<file path="config.mk">
export PLATFORM = sky130hd
export DESIGN_NAME = indicator_led_mode_controller
export DESIGN_NICKNAME = d
export VERILOG_FILES = /design/src/rtl/ilmc_pkg.sv /design/src/rtl/indicator_led_mode_controller.sv /design/src/rtl/ilmc_cfg_regs.sv /design/src/rtl/ilmc_core.sv
export VERILOG_INCLUDE_DIRS = /design/src /design/src/rtl
export SDC_FILE = /design/constraint.sdc
export NUM_CORES = 1
export LEC_CHECK = 0
export BUFFER_PORTS_ARGS = -buffer_cell sky130_fd_sc_hd__buf_4
export CORE_AREA = 2 2 108 214
export CTS_BUF_LIST = sky130_fd_sc_hd__clkbuf_4
export CTS_CLUSTER_SIZE = 24
export DETAILED_ROUTE_END_ITERATION = 7
export DIE_AREA = 0 0 110 216
export PLACE_DENSITY = 0.72
export SLEW_MARGIN = 20
export SYNTH_ARGS = -nofsm -noshare
export SYNTH_HDL_FRONTEND = slang
export SYNTH_SLANG_ARGS = --single-unit
</file>
<file path="constraint.sdc">
create_clock -name clk -period 8.6 [get_ports clk]
set_input_delay 0.43 -clock clk [delete_from_list [all_inputs] [get_ports clk]]
set_output_delay 0.43 -clock clk [all_outputs]
set_load 0.1 [all_outputs]
</file>
<file path="src/rtl/assert_macros.svh">
// assertion helpers shared by the rtl files
`ifndef ASSERT_MACROS_SVH
`define ASSERT_MACROS_SVH

// clocked check, held off while in reset
`define ASSERT_CLK(label, clk, rst, prop, msg) \
  label: assert property (@(posedge clk) disable iff (rst) prop) else $error(msg);

// clocked check that also holds during reset
`define ASSERT_ALWAYS(label, clk, prop, msg) \
  label: assert property (@(posedge clk) prop) else $error(msg);

`endif

</file>
<file path="src/rtl/ilmc_pkg.sv">
`timescale 1ns / 1ps
`default_nettype none

package ilmc_pkg;

  localparam int LEVEL_W     = 7;
  localparam int STEP_W      = 6;
  localparam int INTERVAL_W  = 10;
  localparam int DELAY_W     = 16;
  localparam int CFG_INDEX_W = 4;
  localparam int CFG_DATA_W  = 16;

  localparam int POLL_TICKS_DEFAULT = 5;

  // register defaults
  localparam logic [LEVEL_W-1:0]    MIN_LEVEL_RST       = 7'd10;
  localparam logic [LEVEL_W-1:0]    MAX_LEVEL_RST       = 7'd100;
  localparam logic [LEVEL_W-1:0]    LOW_LEVEL_RST       = 7'd20;
  localparam logic [STEP_W-1:0]     RAMP_STEP_RST       = 6'd5;
  localparam logic [INTERVAL_W-1:0] RAMP_INTERVAL_RST   = 10'd20;
  localparam logic [DELAY_W-1:0]    IDLE_OFF_RST        = 16'd5000;
  localparam logic [DELAY_W-1:0]    FLASH_ON_RST        = 16'd100;
  localparam logic [DELAY_W-1:0]    FLASH_PERIOD_RST    = 16'd1000;

  typedef enum logic [CFG_INDEX_W-1:0] {
    REG_MIN_LEVEL     = 4'd0,
    REG_MAX_LEVEL     = 4'd1,
    REG_LOW_LEVEL     = 4'd2,
    REG_RAMP_STEP     = 4'd3,
    REG_RAMP_INTERVAL = 4'd4,
    REG_IDLE_OFF      = 4'd5,
    REG_FLASH_ON      = 4'd6,
    REG_FLASH_PERIOD  = 4'd7
  } cfg_reg_t;

  typedef struct packed {
    logic                  touched;
    logic                  keys_active;
    logic [LEVEL_W-1:0]    backlight_level;
    logic                  usb_link;
    logic                  caps_lock;
  } item_t;

  typedef struct packed {
    logic [LEVEL_W-1:0]    led_level;
    logic                  led_written;
  } result_t;

  typedef struct packed {
    logic [LEVEL_W-1:0]    min_level;
    logic [LEVEL_W-1:0]    max_level;
    logic [LEVEL_W-1:0]    low_level;
    logic [STEP_W-1:0]     ramp_step;
    logic [INTERVAL_W-1:0] ramp_interval_ms;
    logic [DELAY_W-1:0]    idle_off_ms;
    logic [DELAY_W-1:0]    flash_lit_ms;
    logic [DELAY_W-1:0]    flash_period_ms;
  } cfg_t;

endpackage

`default_nettype wire

</file>
<file path="src/rtl/indicator_led_mode_controller.sv">
// indicator led mode controller, one item per tick
// path: the item is held in the input register, its result in the result register
// throughput: one item per cycle unless the result stalls, by a single registered pass
// stalls: at most two items held (input and result registers) while the result waits
// reset: synchronous; valid flags and tick state reset at once, data registers do not
`timescale 1ns / 1ps
`default_nettype none

`include "assert_macros.svh"

module indicator_led_mode_controller #(
  parameter int POLL_TICKS = ilmc_pkg::POLL_TICKS_DEFAULT
) (
  input  wire logic                              clk,
  input  wire logic                              rst,
  input  wire logic                              item_valid,
  output      logic                              item_ready,
  input  wire ilmc_pkg::item_t                   item,
  output      logic                              result_valid,
  input  wire logic                              result_ready,
  output      ilmc_pkg::result_t                 result,
  input  wire logic                              cfg_valid,
  output      logic                              cfg_ready,
  input  wire logic [ilmc_pkg::CFG_INDEX_W-1:0]  cfg_index,
  input  wire logic [ilmc_pkg::CFG_DATA_W-1:0]   cfg_data
);
  import ilmc_pkg::*;

  cfg_t    cfg;
  item_t   item_q;
  logic    item_q_valid;
  logic    advance;
  result_t result_d;

  ilmc_cfg_regs u_cfg (
    .clk       (clk),
    .rst       (rst),
    .cfg_valid (cfg_valid),
    .cfg_ready (cfg_ready),
    .cfg_index (cfg_index),
    .cfg_data  (cfg_data),
    .cfg       (cfg)
  );

  // input stage moves on when the result register is free or being emptied
  assign advance    = item_q_valid && (!result_valid || result_ready);
  assign item_ready = !item_q_valid || advance;

  always_ff @(posedge clk) begin
    if (rst) begin
      item_q_valid <= 1'b0;
    end else if (item_ready) begin
      item_q_valid <= item_valid;
    end
  end

  always_ff @(posedge clk) begin
    if (item_valid && item_ready) begin
      item_q <= item;
    end
  end

  ilmc_core #(
    .POLL_TICKS (POLL_TICKS)
  ) u_core (
    .clk         (clk),
    .rst         (rst),
    .advance     (advance),
    .item        (item_q),
    .cfg         (cfg),
    .result_next (result_d)
  );

  always_ff @(posedge clk) begin
    if (rst) begin
      result_valid <= 1'b0;
    end else if (advance) begin
      result_valid <= 1'b1;
    end else if (result_ready) begin
      result_valid <= 1'b0;
    end
  end

  always_ff @(posedge clk) begin
    if (advance) begin
      result <= result_d;
    end
  end

  // every processed item leaves a result behind
  `ASSERT_CLK(a_advance_gives_result, clk, rst, advance |=> result_valid,
              "processed item produced no result")

endmodule

`default_nettype wire

</file>
<file path="src/rtl/ilmc_cfg_regs.sv">
`timescale 1ns / 1ps
`default_nettype none

module ilmc_cfg_regs (
  input  wire logic                                clk,
  input  wire logic                                rst,
  input  wire logic                                cfg_valid,
  output      logic                                cfg_ready,
  input  wire logic [ilmc_pkg::CFG_INDEX_W-1:0]    cfg_index,
  input  wire logic [ilmc_pkg::CFG_DATA_W-1:0]     cfg_data,
  output      ilmc_pkg::cfg_t                      cfg
);
  import ilmc_pkg::*;

  assign cfg_ready = 1'b1;

  always_ff @(posedge clk) begin
    if (rst) begin
      cfg.min_level        <= MIN_LEVEL_RST;
      cfg.max_level        <= MAX_LEVEL_RST;
      cfg.low_level        <= LOW_LEVEL_RST;
      cfg.ramp_step        <= RAMP_STEP_RST;
      cfg.ramp_interval_ms <= RAMP_INTERVAL_RST;
      cfg.idle_off_ms      <= IDLE_OFF_RST;
      cfg.flash_lit_ms     <= FLASH_ON_RST;
      cfg.flash_period_ms  <= FLASH_PERIOD_RST;
    end else if (cfg_valid && cfg_ready) begin
      // unknown indexes are dropped
      unique case (cfg_index)
        REG_MIN_LEVEL:     cfg.min_level        <= cfg_data[LEVEL_W-1:0];
        REG_MAX_LEVEL:     cfg.max_level        <= cfg_data[LEVEL_W-1:0];
        REG_LOW_LEVEL:     cfg.low_level        <= cfg_data[LEVEL_W-1:0];
        REG_RAMP_STEP:     cfg.ramp_step        <= cfg_data[STEP_W-1:0];
        REG_RAMP_INTERVAL: cfg.ramp_interval_ms <= cfg_data[INTERVAL_W-1:0];
        REG_IDLE_OFF:      cfg.idle_off_ms      <= cfg_data[DELAY_W-1:0];
        REG_FLASH_ON:      cfg.flash_lit_ms     <= cfg_data[DELAY_W-1:0];
        REG_FLASH_PERIOD:  cfg.flash_period_ms  <= cfg_data[DELAY_W-1:0];
        default: ;
      endcase
    end
  end

endmodule

`default_nettype wire

</file>
<file path="src/rtl/ilmc_core.sv">
`timescale 1ns / 1ps
`default_nettype none

`include "assert_macros.svh"

module ilmc_core #(
  parameter int POLL_TICKS = ilmc_pkg::POLL_TICKS_DEFAULT
) (
  input  wire logic               clk,
  input  wire logic               rst,
  input  wire logic               advance,
  input  wire ilmc_pkg::item_t    item,
  input  wire ilmc_pkg::cfg_t     cfg,
  output      ilmc_pkg::result_t  result_next
);
  import ilmc_pkg::*;

  localparam int POLL_W = $clog2(POLL_TICKS + 1);
  localparam logic [POLL_W-1:0] POLL_RELOAD = POLL_W'(POLL_TICKS - 1);

  // tick state
  logic                  caps_mode, caps_mode_next;
  logic                  touch_held, touch_held_next;
  logic                  ramp_rising, ramp_rising_next;
  logic                  keys_seen_active, keys_seen_active_next;
  logic                  usb_flash_mode, usb_flash_mode_next;
  logic                  flash_phase_on, flash_phase_on_next;
  logic [LEVEL_W-1:0]    ramp_level, ramp_level_next;
  logic [LEVEL_W-1:0]    shown_level, shown_level_next;
  logic [LEVEL_W-1:0]    seen_backlight, seen_backlight_next;
  logic [LEVEL_W-1:0]    led_reg, led_reg_next;
  logic [INTERVAL_W-1:0] ramp_timer, ramp_timer_next;
  logic [DELAY_W-1:0]    idle_timer, idle_timer_next;
  logic [DELAY_W-1:0]    flash_timer, flash_timer_next;
  logic [POLL_W-1:0]     poll_timer, poll_timer_next;
  logic                  wrote;

  logic [DELAY_W-1:0]    idle_reload;
  logic [DELAY_W-1:0]    flash_on_reload;
  logic [DELAY_W-1:0]    flash_off_reload;
  logic [INTERVAL_W-1:0] ramp_reload;
  logic [LEVEL_W-1:0]    floored_bl;

  assign idle_reload      = (cfg.idle_off_ms == '0) ? DELAY_W'(1) : cfg.idle_off_ms;
  assign flash_on_reload  = (cfg.flash_lit_ms == '0) ? DELAY_W'(1) : cfg.flash_lit_ms;
  assign flash_off_reload = (cfg.flash_period_ms > cfg.flash_lit_ms) ?
                            cfg.flash_period_ms - cfg.flash_lit_ms : DELAY_W'(1);
  assign ramp_reload      = (cfg.ramp_interval_ms == '0) ? INTERVAL_W'(1)
                                                         : cfg.ramp_interval_ms;
  assign floored_bl       = (item.backlight_level < cfg.min_level) ? cfg.min_level
                                                                   : item.backlight_level;

  always_comb begin
    logic [LEVEL_W:0] ramp_sum;
    logic [LEVEL_W-1:0] ramp_diff;

    caps_mode_next        = caps_mode;
    touch_held_next       = touch_held;
    ramp_rising_next      = ramp_rising;
    keys_seen_active_next = keys_seen_active;
    usb_flash_mode_next   = usb_flash_mode;
    flash_phase_on_next   = flash_phase_on;
    ramp_level_next       = ramp_level;
    shown_level_next      = shown_level;
    seen_backlight_next   = seen_backlight;
    led_reg_next          = led_reg;
    ramp_timer_next       = ramp_timer;
    idle_timer_next       = idle_timer;
    flash_timer_next      = flash_timer;
    poll_timer_next       = poll_timer;
    wrote                 = 1'b0;
    ramp_sum              = '0;
    ramp_diff             = '0;

    // caps lock edge
    if (item.caps_lock != caps_mode_next) begin
      caps_mode_next = item.caps_lock;
      if (item.caps_lock) begin
        ramp_level_next  = cfg.min_level;
        ramp_rising_next = 1'b1;
        ramp_timer_next  = INTERVAL_W'(1);
      end else begin
        ramp_timer_next = '0;
        if (item.touched) begin
          touch_held_next = 1'b1;
          if (keys_seen_active_next) shown_level_next = floored_bl;
          led_reg_next    = shown_level_next;
          wrote           = 1'b1;
          idle_timer_next = '0;
        end else begin
          touch_held_next = 1'b0;
          led_reg_next    = '0;
          wrote           = 1'b1;
        end
      end
    end

    // flash timer
    if (flash_timer_next != '0) begin
      flash_timer_next = flash_timer_next - DELAY_W'(1);
      if (flash_timer_next == '0) begin
        if (!usb_flash_mode_next) begin
          led_reg_next = '0;
          wrote        = 1'b1;
        end else begin
          flash_phase_on_next = !flash_phase_on_next;
          led_reg_next        = flash_phase_on_next ? cfg.max_level : '0;
          wrote               = 1'b1;
          flash_timer_next    = flash_phase_on_next ? flash_on_reload : flash_off_reload;
        end
      end
    end

    // idle timer
    if (idle_timer_next != '0) begin
      idle_timer_next = idle_timer_next - DELAY_W'(1);
      if (idle_timer_next == '0 && !caps_mode_next && !touch_held_next) begin
        led_reg_next = '0;
        wrote        = 1'b1;
      end
    end

    // breathing ramp timer
    if (ramp_timer_next != '0) begin
      ramp_timer_next = ramp_timer_next - INTERVAL_W'(1);
      if (ramp_timer_next == '0 && caps_mode_next) begin
        if (ramp_rising_next) begin
          ramp_sum = {1'b0, ramp_level_next} + {2'b00, cfg.ramp_step};
          if (ramp_sum >= {1'b0, cfg.max_level}) begin
            ramp_level_next  = cfg.max_level;
            ramp_rising_next = 1'b0;
          end else begin
            ramp_level_next = ramp_sum[LEVEL_W-1:0];
          end
        end else begin
          // saturate at zero before the turning point check
          ramp_diff = (ramp_level_next > {1'b0, cfg.ramp_step}) ?
                      ramp_level_next - {1'b0, cfg.ramp_step} : '0;
          if (ramp_diff <= cfg.low_level) begin
            ramp_level_next  = cfg.low_level;
            ramp_rising_next = 1'b1;
          end else begin
            ramp_level_next = ramp_diff;
          end
        end
        led_reg_next    = ramp_level_next;
        wrote           = 1'b1;
        ramp_timer_next = ramp_reload;
      end
    end

    // poll
    if (poll_timer == '0) begin
      poll_timer_next = POLL_RELOAD;
      if (item.usb_link) begin
        if (!usb_flash_mode_next) begin
          usb_flash_mode_next = 1'b1;
          flash_phase_on_next = 1'b0;
          flash_timer_next    = DELAY_W'(1);
        end
      end else begin
        if (usb_flash_mode_next) begin
          usb_flash_mode_next = 1'b0;
          flash_timer_next    = '0;
          led_reg_next        = '0;
          wrote               = 1'b1;
        end
        if (item.keys_active != keys_seen_active_next) begin
          keys_seen_active_next = item.keys_active;
          if (item.keys_active) seen_backlight_next = item.backlight_level;
        end
        if (!caps_mode_next && item.touched != touch_held_next) begin
          touch_held_next = item.touched;
          if (item.touched) begin
            if (keys_seen_active_next) shown_level_next = floored_bl;
            led_reg_next    = shown_level_next;
            wrote           = 1'b1;
            idle_timer_next = '0;
          end else begin
            idle_timer_next = idle_reload;
          end
        end
        if (!caps_mode_next && !touch_held_next && keys_seen_active_next &&
            item.backlight_level != seen_backlight_next) begin
          seen_backlight_next = item.backlight_level;
          if (item.backlight_level != '0) begin
            shown_level_next = floored_bl;
            led_reg_next     = floored_bl;
            wrote            = 1'b1;
            idle_timer_next  = idle_reload;
          end
        end
      end
    end else begin
      poll_timer_next = poll_timer - POLL_W'(1);
    end
  end

  assign result_next.led_level   = led_reg_next;
  assign result_next.led_written = wrote;

  always_ff @(posedge clk) begin
    if (rst) begin
      caps_mode        <= 1'b0;
      touch_held       <= 1'b0;
      ramp_rising      <= 1'b1;
      keys_seen_active <= 1'b0;
      usb_flash_mode   <= 1'b0;
      flash_phase_on   <= 1'b0;
      ramp_level       <= MIN_LEVEL_RST;
      shown_level      <= MAX_LEVEL_RST;
      seen_backlight   <= '0;
      led_reg          <= '0;
      ramp_timer       <= '0;
      idle_timer       <= '0;
      flash_timer      <= '0;
      poll_timer       <= '0;
    end else if (advance) begin
      caps_mode        <= caps_mode_next;
      touch_held       <= touch_held_next;
      ramp_rising      <= ramp_rising_next;
      keys_seen_active <= keys_seen_active_next;
      usb_flash_mode   <= usb_flash_mode_next;
      flash_phase_on   <= flash_phase_on_next;
      ramp_level       <= ramp_level_next;
      shown_level      <= shown_level_next;
      seen_backlight   <= seen_backlight_next;
      led_reg          <= led_reg_next;
      ramp_timer       <= ramp_timer_next;
      idle_timer       <= idle_timer_next;
      flash_timer      <= flash_timer_next;
      poll_timer       <= poll_timer_next;
    end
  end

  // the flash only runs while the usb link holds flash mode
  `ASSERT_ALWAYS(a_flash_needs_mode, clk, (flash_timer != '0) |-> usb_flash_mode,
                 "flash timer armed outside usb flash mode")
  // the ramp only runs while caps lock holds
  `ASSERT_ALWAYS(a_ramp_needs_caps, clk, (ramp_timer != '0) |-> caps_mode,
                 "ramp timer armed outside caps mode")
  // an item with no write keeps the level it found
  `ASSERT_CLK(a_level_held, clk, rst,
              (advance && !wrote) |-> (led_reg_next == led_reg),
              "led level changed without a write")

endmodule

`default_nettype wire

</file>
==> run_results.csv <==
group,metric,value,unit
global_route,overflow,0,
setup_path,endpoint,"result[4]",
sta,period_share,71.3,%
sta,finalSetupTns,0,ns
synthesis,synth_top_area_share,27.8,%
sta,slew_viol_final,0,
route,drt_first_pass_iters,5,
setup_path,crit_slowest_cell,"ha_1",
setup_path,crit_arrival,6.54,ns
final_layout,fillers,2076,
synthesis,yosysWarnings,0,
setup_path,regToRegStartpoint,"item_q[0]",
synthesis,synth_top_area_cell,"dfxtp_1",
clock_tree,cts_sinks,185,
sta,hold_slack,0.0459,ns
pwr,powerDensity,188,nW/um^2
setup_path,cpMostUsedCell,"ha_1",
setup_path,path_depth,19,
clock_tree,clk_latency,0.66,ns
final_layout,area_delta_synth_final,6.68,%
final_layout,largest_reg_flops,85,
sta,tightest_slew,1.06,ns
setup_path,timing.critical_path.to_type,"flip-flop",
setup_path,critPathTopFamily,"compound AO/OA/AOI/OAI gates",
synthesis,ys_async_sr_fraction,0,%
placed_design,gp_congestion,0.967,
route,via_per_inst,6.37,
global_route,grt_pass1_vias,11500,
setup_path,rr_endpoint,"result[4]",
synthesis,postSynthCellCount,1536,
global_route,grt_pass1_wl,62300,um
synthesis,synthTopCellsByArea,"dfxtp_1 28%, nand2_1 6.7%, ha_1 6.5%",
sta,hold_viol,0,
synthesis,ys_seq_area_share,32.6,%
worst_hold_path,hold_start,"cfg_data[7]",
setup_path,worstSetupStartpointType,"flip-flop",
sta,skew,0.0266,ns
global_route,gr-usage-all-layers,34.9,%
synthesis,synth_edf_count,19,
placed_design,port_buffers,45,
pwr,vdd_drop_max,210,uV
route,wire_per_inst,22.1,um
setup_path,criticalPathCategory,"flip-flop to flip-flop",
setup_path,path_cells,"inv_1 -> ha_1 -> nand2b_1 -> mux2i_1 -> inv_1 -> ha_1 -> fa_1 -> nand2b_1 -> a211oi_1 -> o41ai_1 -> ha_1 -> a21oi_1 -> nand3_1 -> a221o_1 -> a21o_1 -> mux2_2 -> o22ai_1 -> a2bb2oi_1 -> o21ai_0",
setup_path,rrSetupSlack,2.47,ns
sta,min_period,6.13,ns
global_route,antenna_found_initial,1,
floorplan,die_y,216,um
final_layout,multi_input_area,7430,um^2
run_status,outcome,"finished, final reports clean",
clock_tree,cts_resized,0,
clock_tree,cts-root-buf,"clkbuf_4",
floorplan,io_pins,47,
clock_tree,cts_tree,"built",
synthesis,synth_area,12000,um^2
sta,rsz0062_at_grt,"false",
synthesis,synth.ff_latch_count,185,
setup_path,worst-path-max-fanout,23,
setup_path,r2r_cells,19,
setup_path,startpoint,"item_q[0]",
global_route,grt_start_max_net_pins,87,
final_layout,layout-drive-gt1-share,8.30,%
final_layout,regArea,3890,um^2
flow_run,drv_cap,0,
clock_tree,h-tree-depth,4,
synthesis,synthFlopType,"dfxtp_1",
pwr,cellLeakagePower,5.08,nW
clock_tree,clk_path_buf_depth,2,
synthesis,synth_nets,1637,
setup_path,cpPeakStageDelay,0.76,ns
floorplan,core-area,22100,um^2
placed_design,place_hpwl,29700,um
sta,relSlewSlack,29.0,%
clock_tree,numCtsBuffers,17,
setup_path,cp_num_buf_inv,2,
sta,setup_viol,0,
setup_path,worstPathRequired,9.01,ns
route,drc,0,
floorplan,initial_core_util,54.2,%
route,detail_route.iter0.violations,716,
final_layout,nNetsFinal,1631,
floorplan,die_w,110,um
route,num_vias,11600,
final_layout,top_register,"u_cfg.cfg",
floorplan,dieArea,23800,um^2
clock_tree,clk_pin_slew_worst_paths,0.16,ns
pwr,finalPower,0.00240,W
synthesis,avgSynthCellArea,7.79,um^2
route,wl,40200,um
synthesis,synth.distinct_cells,89,
synthesis,synth_common_cells,"214 x nand2_1, 166 x dfxtp_1, 146 x nor2_1, 129 x a21oi_1, 89 x o21ai_0",
final_layout,top_regs,"u_cfg.cfg: 85 flops, u_core.flash_timer: 16 flops, u_core.idle_timer: 16 flops",
clock_tree,postCtsSetupBuffers,0,
synthesis,yosysMostFrequentCell,"nand2_1",
sta,max_clock_freq,163,MHz
route,postRouteAntennaNets,0,
floorplan,rows,77,
worst_hold_path,hp-class,"input pin to flip-flop",
==> stage by stage <==
stage,util [%],instance area [um^2],std cells,setup slack [ns]
after floorplan,-,12000,1536,3.34
after global placement,55.8,12300,1769,2.76
after detailed placement,55.9,12300,1769,2.60
after CTS,57.8,12800,1819,2.58
after global routing,57.8,12800,1820,2.01
final,57.8,12800,1820,2.47
==> repair_timing <==
item                                   4_1_cts  5_1_grt
setup endpoints to repair                    0        0
endpoints found under the hold margin       21        0
hold buffers                                18        0
==> power by group <==
group	switching, W	leakage (nW)	internal [W]
combinational	0.000584	3.41	0.000333
clock	0.000320	0.143	0.000152
sequential	0.0000823	1.53	0.000926
==> final cells by class <==
class,instances,area share [%]
Multi-Input combinational cell,1189,58.2
Sequential cell,185,30.5
Timing Repair Buffer,74,4.71
Tap cell,276,2.71
Inverter,63,1.85
Clock buffer,20,1.18
Clock inverter,12,0.794
Antenna cell,1,0.0196
==> worst min-delay path by stage <==
stage                                 endpoint  slack (ns)  cells past startpoint
after floorplan           u_core.ramp_level[0]        0.43                      2
after global placement    u_core.ramp_level[2]        0.44                      2
after detailed placement         u_cfg.cfg[48]        0.45                      2
after CTS                        u_cfg.cfg[39]        0.02                      3
after global routing             u_cfg.cfg[24]        0.04                      3
final                            u_cfg.cfg[39]        0.05                      3
==> metal layers <==
layer / wire (um) / global-route usage [%] / part of all wire [%] / up-vias
met5: 0 / 0 / 0 / -
met4: 4280 / 31.6 / 11 / 0
met3: 1870 / 7.31 / 4.6 / 193
met2: 20600 / 60.8 / 51 / 416
met1: 13400 / 32.6 / 33 / 5481
li1: - / - / - / 5506
==> layout by cell type, fill, tap and decap left out, types with 20 or more instances in the layout <==
master / n
or3_1: 23
nor4_1: 22
a211oi_1: 22
inv_1: 62
dfxtp_1: 166
mux2i_1: 53
nor2_1: 145
clkbuf_4: 20
buf_4: 56
nand2_1: 214
a21oi_1: 129
nor3_1: 45
ha_1: 62
o21ai_0: 89
xor2_1: 20
nand3_1: 34
==> kinds of logic (layout without fill, tap and decap cells) <==
| family | count (synthesis) | in the layout | share of synthesized area [%] |
|---|---|---|---|
| AND/OR/NAND/NOR | 615 | 615 | 24.8 |
| AO/OA/AOI/OAI | 415 | 415 | 22.7 |
| flip-flops | 185 | 185 | 32.6 |
| buffers and inverters | 162 | 169 | 5.46 |
| adder cells (fa/ha/maj) | 65 | 65 | 6.99 |
| multiplexers | 57 | 57 | 4.81 |
| XOR/XNOR | 36 | 36 | 2.64 |
| other | 1 | 2 | 0.0314 |
==> worst min-delay path, cell delays in order <==
cell	delay, ns
buf_4	0.13
nand2_1	0.06
nand3_1	0.07
Power figures use the tool's default switching activity.
